--- config.mk ---
export PLATFORM = sky130hd
export DESIGN_NAME = periodic_lattice_neighbor_index_unit
export DESIGN_NICKNAME = d
export VERILOG_FILES = /design/src/rtl/pli_pkg.sv /design/src/rtl/pli_cfg.sv /design/src/rtl/pli_index_pipe.sv /design/src/rtl/pli_nbr_stage.sv /design/src/rtl/periodic_lattice_neighbor_index_unit.sv
export SDC_FILE = /design/constraint.sdc
export NUM_CORES = 2
export LEC_CHECK = 0
export BUFFER_PORTS_ARGS = -buffer_cell sky130_fd_sc_hd__buf_4
export CAP_MARGIN = 40
export CORE_ASPECT_RATIO = 1.75
export CORE_MARGIN = 4
export CORE_UTILIZATION = 55
export DETAILED_ROUTE_END_ITERATION = 8
export GPL_ROUTABILITY_DRIVEN = 0
export PLACE_DENSITY = 0.71
export SLEW_MARGIN = 0
export SYNTH_ARGS = -nofsm -noshare
export SYNTH_HDL_FRONTEND = slang
export SYNTH_HIERARCHICAL = 1
export SYNTH_SLANG_ARGS = --single-unit
--- constraint.sdc ---
create_clock -name aclk -period 17.5 [get_ports aclk]
set_input_delay 2.625 -clock aclk [delete_from_list [all_inputs] [get_ports aclk]]
set_output_delay 2.625 -clock aclk [all_outputs]
set_load 0.02 [all_outputs]
--- src/rtl/pli_pkg.sv ---
// ----------------------------------------------------------------------------
// pli_pkg
// Shared widths, register codes and inter-stage types of the periodic lattice
// neighbor index unit.
// ----------------------------------------------------------------------------
package pli_pkg;

    localparam int CRD_W     = 6;   // coordinate
    localparam int EXT_W     = 7;   // extent register
    localparam int IDX_W     = 24;  // full site index
    localparam int SPA_W     = 18;  // spatial index
    localparam int SX_W      = 13;  // ey*ez, up to 64*64
    localparam int ST_W      = 19;  // ex*ey*ez, up to 64^3
    localparam int CFG_IDX_W = 2;

    localparam logic [EXT_W-1:0] MAX_EXTENT = EXT_W'(64);

    typedef enum logic [CFG_IDX_W-1:0] {
        REG_EXTENT_T,
        REG_EXTENT_X,
        REG_EXTENT_Y,
        REG_EXTENT_Z
    } pli_reg_t;

    // saturated extents
    typedef struct packed {
        logic [EXT_W-1:0] et;
        logic [EXT_W-1:0] ex;
        logic [EXT_W-1:0] ey;
        logic [EXT_W-1:0] ez;
    } pli_ext_t;

    // per-direction wrap flags
    typedef struct packed {
        logic up_t;
        logic dn_t;
        logic up_x;
        logic dn_x;
        logic up_y;
        logic dn_y;
        logic up_z;
        logic dn_z;
    } pli_wrap_t;

    // index pipe to neighbor stage
    typedef struct packed {
        logic             err;
        pli_wrap_t        wrap;
        logic [IDX_W-1:0] site;
        logic [SPA_W-1:0] spatial;
        logic [ST_W-1:0]  st;
        logic [SX_W-1:0]  sx;
        logic [EXT_W-1:0] ez;
        logic [CRD_W-1:0] z;
        logic [IDX_W-1:0] t_off;
        logic [IDX_W-1:0] t_dn;
        logic [ST_W-1:0]  x_off;
        logic [ST_W-1:0]  x_dn;
        logic [SX_W-1:0]  y_off;
        logic [SX_W-1:0]  y_dn;
    } pli_nbr_t;

endpackage

--- src/rtl/pli_cfg.sv ---
// ----------------------------------------------------------------------------
// pli_cfg
// Extent registers with write port; presents extents saturated at MAX_EXTENT.
// ----------------------------------------------------------------------------
module pli_cfg
    import pli_pkg::*;
(
    input  logic                 aclk,
    input  logic                 aresetn,
    input  logic                 cfg_wr_en,
    input  logic [CFG_IDX_W-1:0] cfg_index,
    input  logic [EXT_W-1:0]     cfg_data,
    output pli_ext_t             ext
);

    logic [EXT_W-1:0] extent_t_reg;
    logic [EXT_W-1:0] extent_x_reg;
    logic [EXT_W-1:0] extent_y_reg;
    logic [EXT_W-1:0] extent_z_reg;

    always_ff @(posedge aclk) begin
        if (!aresetn) begin
            extent_t_reg <= EXT_W'(4);
            extent_x_reg <= EXT_W'(4);
            extent_y_reg <= EXT_W'(4);
            extent_z_reg <= EXT_W'(4);
        end else if (cfg_wr_en) begin
            unique case (pli_reg_t'(cfg_index))
                REG_EXTENT_T: extent_t_reg <= cfg_data;
                REG_EXTENT_X: extent_x_reg <= cfg_data;
                REG_EXTENT_Y: extent_y_reg <= cfg_data;
                REG_EXTENT_Z: extent_z_reg <= cfg_data;
            endcase
        end
    end

    assign ext.et = (extent_t_reg > MAX_EXTENT) ? MAX_EXTENT : extent_t_reg;
    assign ext.ex = (extent_x_reg > MAX_EXTENT) ? MAX_EXTENT : extent_x_reg;
    assign ext.ey = (extent_y_reg > MAX_EXTENT) ? MAX_EXTENT : extent_y_reg;
    assign ext.ez = (extent_z_reg > MAX_EXTENT) ? MAX_EXTENT : extent_z_reg;

endmodule

--- src/rtl/pli_index_pipe.sv ---
// ----------------------------------------------------------------------------
// pli_index_pipe
// Four-stage pipe: range check and wrap flags, strides, spatial index, site
// index and wrap offsets. Each stage holds its own valid bit.
// ----------------------------------------------------------------------------
module pli_index_pipe
    import pli_pkg::*;
(
    input  logic             aclk,
    input  logic             aresetn,
    input  pli_ext_t         ext,
    input  logic             in_valid,
    output logic             in_ready,
    input  logic [CRD_W-1:0] coord_t,
    input  logic [CRD_W-1:0] coord_x,
    input  logic [CRD_W-1:0] coord_y,
    input  logic [CRD_W-1:0] coord_z,
    output logic             out_valid,
    input  logic             out_ready,
    output pli_nbr_t         out_data
);

    // stage enables; a stage loads when empty or when its successor loads
    logic en1, en2, en3, en4;

    // ---- stage 1: range check, wrap flags
    logic             s1_valid_reg;
    logic [CRD_W-1:0] s1_t_reg, s1_x_reg, s1_y_reg, s1_z_reg;
    pli_ext_t         s1_ext_reg;
    logic             s1_err_reg;
    pli_wrap_t        s1_wrap_reg;
    logic             s1_err_next;
    pli_wrap_t        s1_wrap_next;

    // ---- stage 2: ey*ez stride, y offsets
    logic             s2_valid_reg;
    logic [CRD_W-1:0] s2_t_reg, s2_x_reg, s2_z_reg;
    logic [EXT_W-1:0] s2_et_reg, s2_ex_reg, s2_ez_reg;
    logic             s2_err_reg;
    pli_wrap_t        s2_wrap_reg;
    logic [SX_W-1:0]  s2_sx_reg, s2_zy_reg, s2_y_off_reg;
    logic [SX_W-1:0]  s2_sx_next, s2_y_off_next;

    // ---- stage 3: t stride, spatial index
    logic             s3_valid_reg;
    logic [CRD_W-1:0] s3_t_reg, s3_z_reg;
    logic [EXT_W-1:0] s3_et_reg, s3_ez_reg;
    logic             s3_err_reg;
    pli_wrap_t        s3_wrap_reg;
    logic [SX_W-1:0]  s3_sx_reg, s3_y_off_reg, s3_y_dn_reg;
    logic [ST_W-1:0]  s3_st_reg, s3_x_off_reg;
    logic [SPA_W-1:0] s3_spatial_reg;
    logic [ST_W-1:0]  s3_x_off_next;

    // ---- stage 4: site index, t offsets
    logic             s4_valid_reg;
    pli_nbr_t         s4_reg;
    pli_nbr_t         s4_next;

    assign en4      = !s4_valid_reg || out_ready;
    assign en3      = !s3_valid_reg || en4;
    assign en2      = !s2_valid_reg || en3;
    assign en1      = !s1_valid_reg || en2;
    assign in_ready = en1;

    always_ff @(posedge aclk) begin
        if (!aresetn) begin
            s1_valid_reg <= 1'b0;
            s2_valid_reg <= 1'b0;
            s3_valid_reg <= 1'b0;
            s4_valid_reg <= 1'b0;
        end else begin
            if (en1) s1_valid_reg <= in_valid;
            if (en2) s2_valid_reg <= s1_valid_reg;
            if (en3) s3_valid_reg <= s2_valid_reg;
            if (en4) s4_valid_reg <= s3_valid_reg;
        end
    end

    // stage 1
    always_comb begin
        s1_err_next = (EXT_W'(coord_t) >= ext.et) || (EXT_W'(coord_x) >= ext.ex) ||
                      (EXT_W'(coord_y) >= ext.ey) || (EXT_W'(coord_z) >= ext.ez);
        s1_wrap_next.up_t = (EXT_W'(coord_t) + EXT_W'(1)) >= ext.et;
        s1_wrap_next.up_x = (EXT_W'(coord_x) + EXT_W'(1)) >= ext.ex;
        s1_wrap_next.up_y = (EXT_W'(coord_y) + EXT_W'(1)) >= ext.ey;
        s1_wrap_next.up_z = (EXT_W'(coord_z) + EXT_W'(1)) >= ext.ez;
        s1_wrap_next.dn_t = (coord_t == '0);
        s1_wrap_next.dn_x = (coord_x == '0);
        s1_wrap_next.dn_y = (coord_y == '0);
        s1_wrap_next.dn_z = (coord_z == '0);
    end

    always_ff @(posedge aclk) begin
        if (en1) begin
            s1_t_reg    <= coord_t;
            s1_x_reg    <= coord_x;
            s1_y_reg    <= coord_y;
            s1_z_reg    <= coord_z;
            s1_ext_reg  <= ext;
            s1_err_reg  <= s1_err_next;
            s1_wrap_reg <= s1_wrap_next;
        end
    end

    // stage 2
    assign s2_sx_next    = SX_W'(SX_W'(s1_ext_reg.ey) * SX_W'(s1_ext_reg.ez));
    assign s2_y_off_next = SX_W'(SX_W'(s1_y_reg) * SX_W'(s1_ext_reg.ez));

    always_ff @(posedge aclk) begin
        if (en2) begin
            s2_t_reg     <= s1_t_reg;
            s2_x_reg     <= s1_x_reg;
            s2_z_reg     <= s1_z_reg;
            s2_et_reg    <= s1_ext_reg.et;
            s2_ex_reg    <= s1_ext_reg.ex;
            s2_ez_reg    <= s1_ext_reg.ez;
            s2_err_reg   <= s1_err_reg;
            s2_wrap_reg  <= s1_wrap_reg;
            s2_sx_reg    <= s2_sx_next;
            s2_y_off_reg <= s2_y_off_next;
            s2_zy_reg    <= SX_W'(s1_z_reg) + s2_y_off_next;
        end
    end

    // stage 3
    assign s3_x_off_next = ST_W'(ST_W'(s2_x_reg) * ST_W'(s2_sx_reg));

    always_ff @(posedge aclk) begin
        if (en3) begin
            s3_t_reg       <= s2_t_reg;
            s3_z_reg       <= s2_z_reg;
            s3_et_reg      <= s2_et_reg;
            s3_ez_reg      <= s2_ez_reg;
            s3_err_reg     <= s2_err_reg;
            s3_wrap_reg    <= s2_wrap_reg;
            s3_sx_reg      <= s2_sx_reg;
            s3_y_off_reg   <= s2_y_off_reg;
            s3_y_dn_reg    <= s2_sx_reg - SX_W'(s2_ez_reg);   // (ey-1)*ez
            s3_st_reg      <= ST_W'(ST_W'(s2_sx_reg) * ST_W'(s2_ex_reg));
            s3_x_off_reg   <= s3_x_off_next;
            s3_spatial_reg <= SPA_W'(s2_zy_reg) + SPA_W'(s3_x_off_next);
        end
    end

    // stage 4
    always_comb begin
        s4_next.err     = s3_err_reg;
        s4_next.wrap    = s3_wrap_reg;
        s4_next.t_off   = IDX_W'(IDX_W'(s3_t_reg) * IDX_W'(s3_st_reg));
        s4_next.site    = IDX_W'(s3_spatial_reg) + s4_next.t_off;
        s4_next.spatial = s3_spatial_reg;
        s4_next.st      = s3_st_reg;
        s4_next.sx      = s3_sx_reg;
        s4_next.ez      = s3_ez_reg;
        s4_next.z       = s3_z_reg;
        s4_next.t_dn    = IDX_W'(IDX_W'(s3_et_reg - EXT_W'(1)) * IDX_W'(s3_st_reg));
        s4_next.x_off   = s3_x_off_reg;
        s4_next.x_dn    = s3_st_reg - ST_W'(s3_sx_reg);         // (ex-1)*ey*ez
        s4_next.y_off   = s3_y_off_reg;
        s4_next.y_dn    = s3_y_dn_reg;
    end

    always_ff @(posedge aclk) begin
        if (en4) begin
            s4_reg <= s4_next;
        end
    end

    assign out_valid = s4_valid_reg;
    assign out_data  = s4_reg;

endmodule

--- src/rtl/pli_nbr_stage.sv ---
// ----------------------------------------------------------------------------
// pli_nbr_stage
// Last stage: eight neighbor indices by add or subtract of a stride or a wrap
// offset, error zeroing, output register.
// ----------------------------------------------------------------------------
module pli_nbr_stage
    import pli_pkg::*;
(
    input  logic             aclk,
    input  logic             aresetn,
    input  logic             in_valid,
    output logic             in_ready,
    input  pli_nbr_t         in_data,
    output logic             m_valid,
    input  logic             m_ready,
    output logic [IDX_W-1:0] m_site_index,
    output logic [SPA_W-1:0] m_spatial_index,
    output logic [IDX_W-1:0] m_up_t,
    output logic [IDX_W-1:0] m_down_t,
    output logic [IDX_W-1:0] m_up_x,
    output logic [IDX_W-1:0] m_down_x,
    output logic [IDX_W-1:0] m_up_y,
    output logic [IDX_W-1:0] m_down_y,
    output logic [IDX_W-1:0] m_up_z,
    output logic [IDX_W-1:0] m_down_z,
    output logic             m_coord_error
);

    logic             valid_reg;
    logic             en;
    logic [IDX_W-1:0] site;
    logic [IDX_W-1:0] up_t_next, down_t_next, up_x_next, down_x_next;
    logic [IDX_W-1:0] up_y_next, down_y_next, up_z_next, down_z_next;
    logic [IDX_W-1:0] site_reg, up_t_reg, down_t_reg, up_x_reg, down_x_reg;
    logic [IDX_W-1:0] up_y_reg, down_y_reg, up_z_reg, down_z_reg;
    logic [SPA_W-1:0] spatial_reg;
    logic             err_reg;

    assign en       = !valid_reg || m_ready;
    assign in_ready = en;
    assign site     = in_data.site;

    // up wraps back by coord*stride, down wraps forward by (extent-1)*stride
    always_comb begin
        up_t_next   = in_data.wrap.up_t ? site - in_data.t_off
                                        : site + IDX_W'(in_data.st);
        down_t_next = in_data.wrap.dn_t ? site + in_data.t_dn
                                        : site - IDX_W'(in_data.st);
        up_x_next   = in_data.wrap.up_x ? site - IDX_W'(in_data.x_off)
                                        : site + IDX_W'(in_data.sx);
        down_x_next = in_data.wrap.dn_x ? site + IDX_W'(in_data.x_dn)
                                        : site - IDX_W'(in_data.sx);
        up_y_next   = in_data.wrap.up_y ? site - IDX_W'(in_data.y_off)
                                        : site + IDX_W'(in_data.ez);
        down_y_next = in_data.wrap.dn_y ? site + IDX_W'(in_data.y_dn)
                                        : site - IDX_W'(in_data.ez);
        up_z_next   = in_data.wrap.up_z ? site - IDX_W'(in_data.z)
                                        : site + IDX_W'(1);
        down_z_next = in_data.wrap.dn_z ? site + IDX_W'(in_data.ez - EXT_W'(1))
                                        : site - IDX_W'(1);
    end

    always_ff @(posedge aclk) begin
        if (!aresetn) begin
            valid_reg <= 1'b0;
        end else if (en) begin
            valid_reg <= in_valid;
        end
    end

    always_ff @(posedge aclk) begin
        if (en) begin
            err_reg <= in_data.err;
            if (in_data.err) begin
                site_reg    <= '0;
                spatial_reg <= '0;
                up_t_reg    <= '0;
                down_t_reg  <= '0;
                up_x_reg    <= '0;
                down_x_reg  <= '0;
                up_y_reg    <= '0;
                down_y_reg  <= '0;
                up_z_reg    <= '0;
                down_z_reg  <= '0;
            end else begin
                site_reg    <= site;
                spatial_reg <= in_data.spatial;
                up_t_reg    <= up_t_next;
                down_t_reg  <= down_t_next;
                up_x_reg    <= up_x_next;
                down_x_reg  <= down_x_next;
                up_y_reg    <= up_y_next;
                down_y_reg  <= down_y_next;
                up_z_reg    <= up_z_next;
                down_z_reg  <= down_z_next;
            end
        end
    end

    assign m_valid         = valid_reg;
    assign m_site_index    = site_reg;
    assign m_spatial_index = spatial_reg;
    assign m_up_t          = up_t_reg;
    assign m_down_t        = down_t_reg;
    assign m_up_x          = up_x_reg;
    assign m_down_x        = down_x_reg;
    assign m_up_y          = up_y_reg;
    assign m_down_y        = down_y_reg;
    assign m_up_z          = up_z_reg;
    assign m_down_z        = down_z_reg;
    assign m_coord_error   = err_reg;

endmodule

--- src/rtl/periodic_lattice_neighbor_index_unit.sv ---
// ----------------------------------------------------------------------------
// periodic_lattice_neighbor_index_unit
// Lexicographic index of a 4D lattice site and its eight periodic neighbors.
// ----------------------------------------------------------------------------
// Takes one site word (t, x, y, z) per cycle when not stalled, returns one
// result word per site: index z + Z*(y + Y*(x + X*t)), the spatial index
// z + Z*(y + Y*x) and the up/down neighbor indices in each direction, wrapped
// at the extents. Extents above 64 act as 64. If any coordinate is at or
// beyond its extent, coord_error is set and all indices read zero. Sustained
// rate is one word per cycle while m_ready stays high. There are five
// register stages, the first loaded at the accepting edge, with the
// stride multipliers (ey*ez, then times ex, then times t) each in a
// stage of their own, followed by the neighbor add/subtract stage. Every
// stage has its own valid bit, so empty stages fill while the output is
// stalled and s_ready only drops once all five stages hold words.
// Extents are written through cfg_wr_en/cfg_index/cfg_data (index 0..3 =
// t, x, y, z; reset value 4) and must only change while no word is in flight.
// ----------------------------------------------------------------------------
module periodic_lattice_neighbor_index_unit
    import pli_pkg::*;
(
    input  logic                 aclk,
    input  logic                 aresetn,
    // configuration
    input  logic                 cfg_wr_en,
    input  logic [CFG_IDX_W-1:0] cfg_index,
    input  logic [EXT_W-1:0]     cfg_data,
    // site input
    input  logic                 s_valid,
    output logic                 s_ready,
    input  logic [CRD_W-1:0]     s_coord_t,
    input  logic [CRD_W-1:0]     s_coord_x,
    input  logic [CRD_W-1:0]     s_coord_y,
    input  logic [CRD_W-1:0]     s_coord_z,
    // result output
    output logic                 m_valid,
    input  logic                 m_ready,
    output logic [IDX_W-1:0]     m_site_index,
    output logic [SPA_W-1:0]     m_spatial_index,
    output logic [IDX_W-1:0]     m_up_t,
    output logic [IDX_W-1:0]     m_down_t,
    output logic [IDX_W-1:0]     m_up_x,
    output logic [IDX_W-1:0]     m_down_x,
    output logic [IDX_W-1:0]     m_up_y,
    output logic [IDX_W-1:0]     m_down_y,
    output logic [IDX_W-1:0]     m_up_z,
    output logic [IDX_W-1:0]     m_down_z,
    output logic                 m_coord_error
);

    pli_ext_t ext;          // saturated extents
    logic     pipe_valid;   // stage 4 holds a word
    logic     pipe_ready;   // output stage can take it
    pli_nbr_t pipe_data;

    // extent registers
    pli_cfg u_cfg (
        .aclk      (aclk),
        .aresetn   (aresetn),
        .cfg_wr_en (cfg_wr_en),
        .cfg_index (cfg_index),
        .cfg_data  (cfg_data),
        .ext       (ext)
    );

    // stages 1-4: range check, strides, site index, wrap offsets
    pli_index_pipe u_pipe (
        .aclk      (aclk),
        .aresetn   (aresetn),
        .ext       (ext),
        .in_valid  (s_valid),
        .in_ready  (s_ready),
        .coord_t   (s_coord_t),
        .coord_x   (s_coord_x),
        .coord_y   (s_coord_y),
        .coord_z   (s_coord_z),
        .out_valid (pipe_valid),
        .out_ready (pipe_ready),
        .out_data  (pipe_data)
    );

    // stage 5: neighbors and output register
    pli_nbr_stage u_nbr (
        .aclk            (aclk),
        .aresetn         (aresetn),
        .in_valid        (pipe_valid),
        .in_ready        (pipe_ready),
        .in_data         (pipe_data),
        .m_valid         (m_valid),
        .m_ready         (m_ready),
        .m_site_index    (m_site_index),
        .m_spatial_index (m_spatial_index),
        .m_up_t          (m_up_t),
        .m_down_t        (m_down_t),
        .m_up_x          (m_up_x),
        .m_down_x        (m_down_x),
        .m_up_y          (m_up_y),
        .m_down_y        (m_down_y),
        .m_up_z          (m_up_z),
        .m_down_z        (m_down_z),
        .m_coord_error   (m_coord_error)
    );

endmodule

# Word-level counts from Yosys, hierarchy flattened
# Index checks and enable logic that the tools add are counted.
[word_totals] reg_bits=754 inputBits=38 out_inout_bits=237 elab_cells=177
[classes] add_sub_neg=27 n_mul=6 n_lt_le_gt_ge=12 n_eq_ne=3 n_mux=12 reduce_logical=22
[op_table] cell="$mux W24" count=8
[op_table] cell="$add A24 B13 Y24" count=2
[op_table] cell="$add A24 B19 Y24" count=2
[op_table] cell="$add A24 B24 Y24" count=2
[op_table] cell="$sub A24 B13 Y24" count=2
[op_table] cell="$sub A24 B19 Y24" count=2
[op_table] cell="$add A6 B1 Y7 const B" count=4
[op_table] cell="$ge A6 B7 Y1" count=4
[op_table] cell="$ge A7 B7 Y1" count=4
[op_table] cell="$gt A7 B7 Y1 const B" count=4
[op_table] cell="$mux W7" count=4
[op_table] cell="$add A18 B24 Y24" count=1
[op_table] cell="$add A24 B1 Y24 const B" count=1
[op_table] cell="$add A24 B7 Y24" count=1
[op_table] cell="$logic_not A6 Y1" count=4
[op_table] cell="$mul A24 B19 Y24" count=1
[op_table] cell="$mul A6 B19 Y24" count=1
[op_table] cell="$sub A24 B1 Y24 const B" count=1
[op_table] cell="$sub A24 B24 Y24" count=1
[op_table] cell="$sub A24 B6 Y24" count=1
[op_table] cell="$sub A24 B7 Y24" count=1
[op_table] cell="$mul A13 B7 Y19" count=1
[op_table] cell="$mul A6 B13 Y19" count=1
[op_table] cell="$sub A19 B13 Y19" count=1
[op_table] cell="12 further kinds" count=28

# Logic depth before layout (Yosys ltp)
[depth] ltp_word=6 mapped_depth=25 mapped_depth_nobuf=24

# Cells and area by module
# Netlist, hierarchy kept.
[by_module_without_submodules] mod="pli_index_pipe" n_inst=1 cells_per_inst=3006 area_each_um2=34898.5 seq_area_each_um2=14674.1
[by_module_without_submodules] mod="pli_nbr_stage" n_inst=1 cells_per_inst=2121 area_each_um2=19326.0 seq_area_each_um2=7076.8
[by_module_without_submodules] mod="pli_cfg" n_inst=1 cells_per_inst=130 area_each_um2=1243.7 seq_area_each_um2=560.5

# Worst setup path before layout
# Ideal clock, no wire load.
[synth_path] path_type="input -> register" startpoint="input m_ready" endpoint="register u_pipe.s4_reg (netlist bit u_pipe/out_data[0]), enable pin" setup_ps=546 arrival_time_ps=13305 required_time_ps=16954 slack_ps=3649 stages=3 n_path_buf=0 path_cell_list="nand2b_1 > nor2b_1 > inv_1"
[synth_between] elab_chain_len=2
[synth_rtl] item="start: declaration" line_no="periodic_lattice_neighbor_index_unit.sv:37" text="input logic m_ready,"
[synth_rtl] item="$logic_or A1 B1 Y1" line_no="pli_nbr_stage.sv:39" text="assign en = !valid_reg || m_ready;"
[synth_rtl] item="$logic_or A1 B1 Y1" line_no="pli_index_pipe.sv:60" text="assign en4 = !s4_valid_reg || out_ready;"
[synth_rtl] item="net u_pipe.en4" line_no="pli_index_pipe.sv:24" text="logic en1, en2, en3, en4;"
[synth_rtl] item="end signal: assignment" line_no="pli_index_pipe.sv:166" text="s4_reg <= s4_next;"
[synth_rtl] item="end: declaration" line_no="pli_index_pipe.sv:57" text="pli_nbr_t s4_reg;"
# The timed path passes the listed nets, and every way through them passes these cells.
# A chain may end at the register's enable or synchronous reset.

# Worst setup path after layout
[layout_path] startpoint="input m_ready" endpoint="output s_ready"
[layout_between] elab_chain_len=5
[layout_rtl] item="$logic_or A1 B1 Y1" line_no="pli_nbr_stage.sv:39"
[layout_rtl] item="net pipe_ready" line_no="periodic_lattice_neighbor_index_unit.sv:53" text="logic pipe_ready;"
[layout_rtl] item="$logic_or A1 B1 Y1" line_no="pli_index_pipe.sv:60"
[layout_rtl] item="$logic_or A1 B1 Y1" line_no="pli_index_pipe.sv:61" text="assign en3 = !s3_valid_reg || en4;"
[layout_rtl] item="$logic_or A1 B1 Y1" line_no="pli_index_pipe.sv:62" text="assign en2 = !s2_valid_reg || en3;"
[layout_rtl] item="$logic_or A1 B1 Y1" line_no="pli_index_pipe.sv:63" text="assign en1 = !s1_valid_reg || en2;"
[layout_rtl] item="end: declaration" line_no="periodic_lattice_neighbor_index_unit.sv:30" text="output logic s_ready,"
# The timed path passes the listed nets, and every way through them passes these cells.

==> flow_summary.toml <==
[outcome]
outcome = "finished, final reports clean"

[synth]
avgSynthCellArea_um2 = 10.6
synth_area_mm2 = 0.0555
syn_inst = 5257
ys_seq_area_share_pct = 40.2
yosys.cell_types.count = 92
yosys.area.top_type = "edfxtp_1"
ys.flop_type = "edfxtp_1"
ys_warn_count = 6
synth_edf_count = 721
synth-seq-cells = 754
synth_nets = 6124
synthTopCellsByArea = "edfxtp_1, fa_1, ha_1"
async_flop_share_pct = 0
synth_top_cell_area_share_pct = 39.0

[detailed_routing]
drt_iter0_drc = 2540
num_vias = 39000
wl_per_cell_um = 19.9
drcViolationCount = 0
viasPerCell = 5.68
drt_first_pass_iters = 5
ant_nets = 0
drt-total-wl_um = 137000

[pwr]
p_per_area_mw_per_mm2 = 114
peakVddDrop_v = 0.0000757
power_frac_seq_pct = 34.5
p_clk_share_pct = 22.6
p_sw_w = 0.00267
p_leak_nw = 28.8
p_sw_share_pct = 38.0
p_int_w = 0.00436
combPwrFrac_pct = 42.9

[place]
dpl_cell_area_mm2 = 0.0593
dpl.hpwl_um = 105000
io_buffer_count = 274
pre_cts_ws_ps = 10030

[critical_path]
critPathMaxStageDelay_ps = 700
crit_arrival_ps = 4790
critPathKind = "input port to output port"
end_kind = "output port"
critical_path.slowest_cell = "nor2b_1"
path_delay_family = "simple AND/OR/NAND/NOR gates"
cp_max_fo = 41
critPathLaunchType = "input port"
crit_required_ps = 14880
path_buf_inv = 3
crit_path_cell_trace = "buf_4 -> nand2b_4 -> nor2b_1 -> and3_1 -> nand2_2 -> buf_4 -> buf_4"
critPathMostFrequentCell = "buf_4"

[cells_and_area]
final_util_pct = 61.8
finalInstanceArea_mm2 = 0.0617
area_growth_pct = 11.2
drive_gt1_share_pct = 9.26
largest_reg_flops = 208
nets = 6371

[global_route]
antenna_found_initial = 3
grt_pass1_vias = 39600
overflow = 0
grtUsageTotal_pct = 25.8
grt_pass1_wl_um = 214000
grt_max_degree = 158

[timing]
setup_viol = 0
tightest_slew_ps = 926
finalMaxSlewViolations = 0
setup_ws_ps = 10090
period_needed_ps = 7410
hold_viol = 0
finalHoldWorstSlack_ps = 412
fin_setup_tns_ps = 0
rsz0062_at_grt = "no"
clock_skew_ps = 23.7
max_freq_mhz = 135
period_share_pct = 42.4
slew_headroom_pct = 38.3

[clock_tree]
clk_latency_ps = 670
cts_tree = "done"
htreeDepth = 3
cts_buffer_depth = 3
cts_setup_buffers = 0
clock-sinks = 754
clk_pin_slew_ps = 70
holdBufCountCts = 0
clock_tree.root_cell = "clkbuf_16"
cts_buffers = 71
cts_resized = 0

[flow_run]
max_cap_viol_count = 0

[die]
coreArea_mm2 = 0.0997
pin_count = 275
row_count = 153
initial_core_util_pct = 55.6
die_y_um = 428
fp.dieW_um = 248
die-area_mm2 = 0.106

[min_path]
min_path_type = "register to register"
## layer usage
metal	share of wire (%)	vias up	GRT usage [%]
li1	-	18500	-
met1	39	18900	31.2
met2	50	1263	45.1
met3	5.6	340	3.57
met4	5.4	2	12.5
met5	0.0095	-	0
## cells in the mapped netlist, types with 15 or more instances
library cell,instances
o21bai_1,33
a21o_1,120
xnor2_1,201
inv_1,580
mux2i_1,47
and3_1,50
nor2_1,374
o21a_1,46
xor2_1,131
a211oi_1,31
o31ai_1,16
nand3_1,62
nor4_1,16
nor2b_1,185
nand4_1,15
o21ai_0,197
or2_2,15
dfxtp_1,33
a31oi_1,33
or3_1,23
edfxtp_1,721
a21boi_0,20
nand2b_1,59
clkbuf_1,135
and2_1,289
fa_1,325
a21oi_1,281
a211o_1,15
ha_1,504
nor3_1,89
nand2_1,415
## per-stage QoR
| stage | power [W] | cells |
|---|---|---|
| after detailed placement | 0.00542 | 6748 |
| after global routing | 0.00746 | 6878 |
| after global placement | 0.00533 | 6729 |
| after CTS | 0.00702 | 6877 |
| after floorplan | 0.00460 | 5257 |
| final | 0.00703 | 6878 |
## power groups by stage
| stage | Sequential, W | Clock [W] | Combinational [W] |
|---|---|---|---|
| floorplan | 0.00238 | 0 | 0.00222 |
| global placement | 0.00250 | 0 | 0.00283 |
| detailed placement | 0.00247 | 0 | 0.00295 |
| CTS | 0.00243 | 0.00162 | 0.00297 |
| global route | 0.00244 | 0.00170 | 0.00332 |
| finish | 0.00243 | 0.00159 | 0.00301 |
## final timing paths
check / cells past startpoint / slack [ps] / start / to
min: 0 / 410 / u_pipe/s3_z_reg[5] / u_pipe/out_data[117]
max: 7 / 10090 / m_ready / s_ready
max reg2reg: 19 / 11100 / u_pipe/s3_et_reg[0] / u_pipe/out_data[87]
min reg2reg: 0 / 410 / u_pipe/s3_z_reg[5] / u_pipe/out_data[117]
## worst register-to-register path: cells and delay by family, from the launching register on
family | cells | cell delay (ps)
xor gates and xnor gates | 1 | 100
adders and majority gates | 5 | 2480
AOI/OAI and AO/OA | 5 | 1250
buffers and inverters | 3 | 250
DFF | 1 | 910
and+or+nand+nor | 5 | 1160
## logic make-up (layout without fill, tap and decap cells)
kind of cell | after synthesis | count (layout) | synth area share (%)
fa+ha+maj | 829 | 829 | 23.1
xor+xnor | 335 | 335 | 5.33
simple gates | 1646 | 1646 | 14.9
other cells | 0 | 1 | 0
flops | 754 | 754 | 40.2
buf+inv | 734 | 1037 | 5.05
compound gates | 898 | 898 | 10.2
mux | 61 | 61 | 1.13
## cell type report
type,count,area (µm²)
fill,8168,38100
multi-input combinational,3769,30400
antenna,1,2.50
timing repair buffer,328,2760
inverter,580,2190
clock buffer,82,1870
tap,1317,1650
clock inverter,47,510
sequential,754,22300
## cells in the final DEF, fill, tap and decap left out, types with 20 or more instances in the layout
cell type / count
mux2i_1: 47
a31oi_1: 33
inv_1: 578
nand2_1: 413
and3_1: 50
ha_1: 504
nor2_1: 374
clkbuf_16: 73
o21a_1: 46
a21boi_0: 20
and2_1: 289
nand3_1: 62
nor2b_1: 185
or3_1: 23
edfxtp_1: 721
a211oi_1: 31
o21ai_0: 197
nand2b_1: 58
xnor2_1: 200
a21o_1: 120
xor2_1: 131
a21oi_1: 281
o21bai_1: 33
nor3_1: 89
dfxtp_1: 33
fa_1: 325
buf_4: 308
Note: power is estimated with default switching activity, not from simulation.
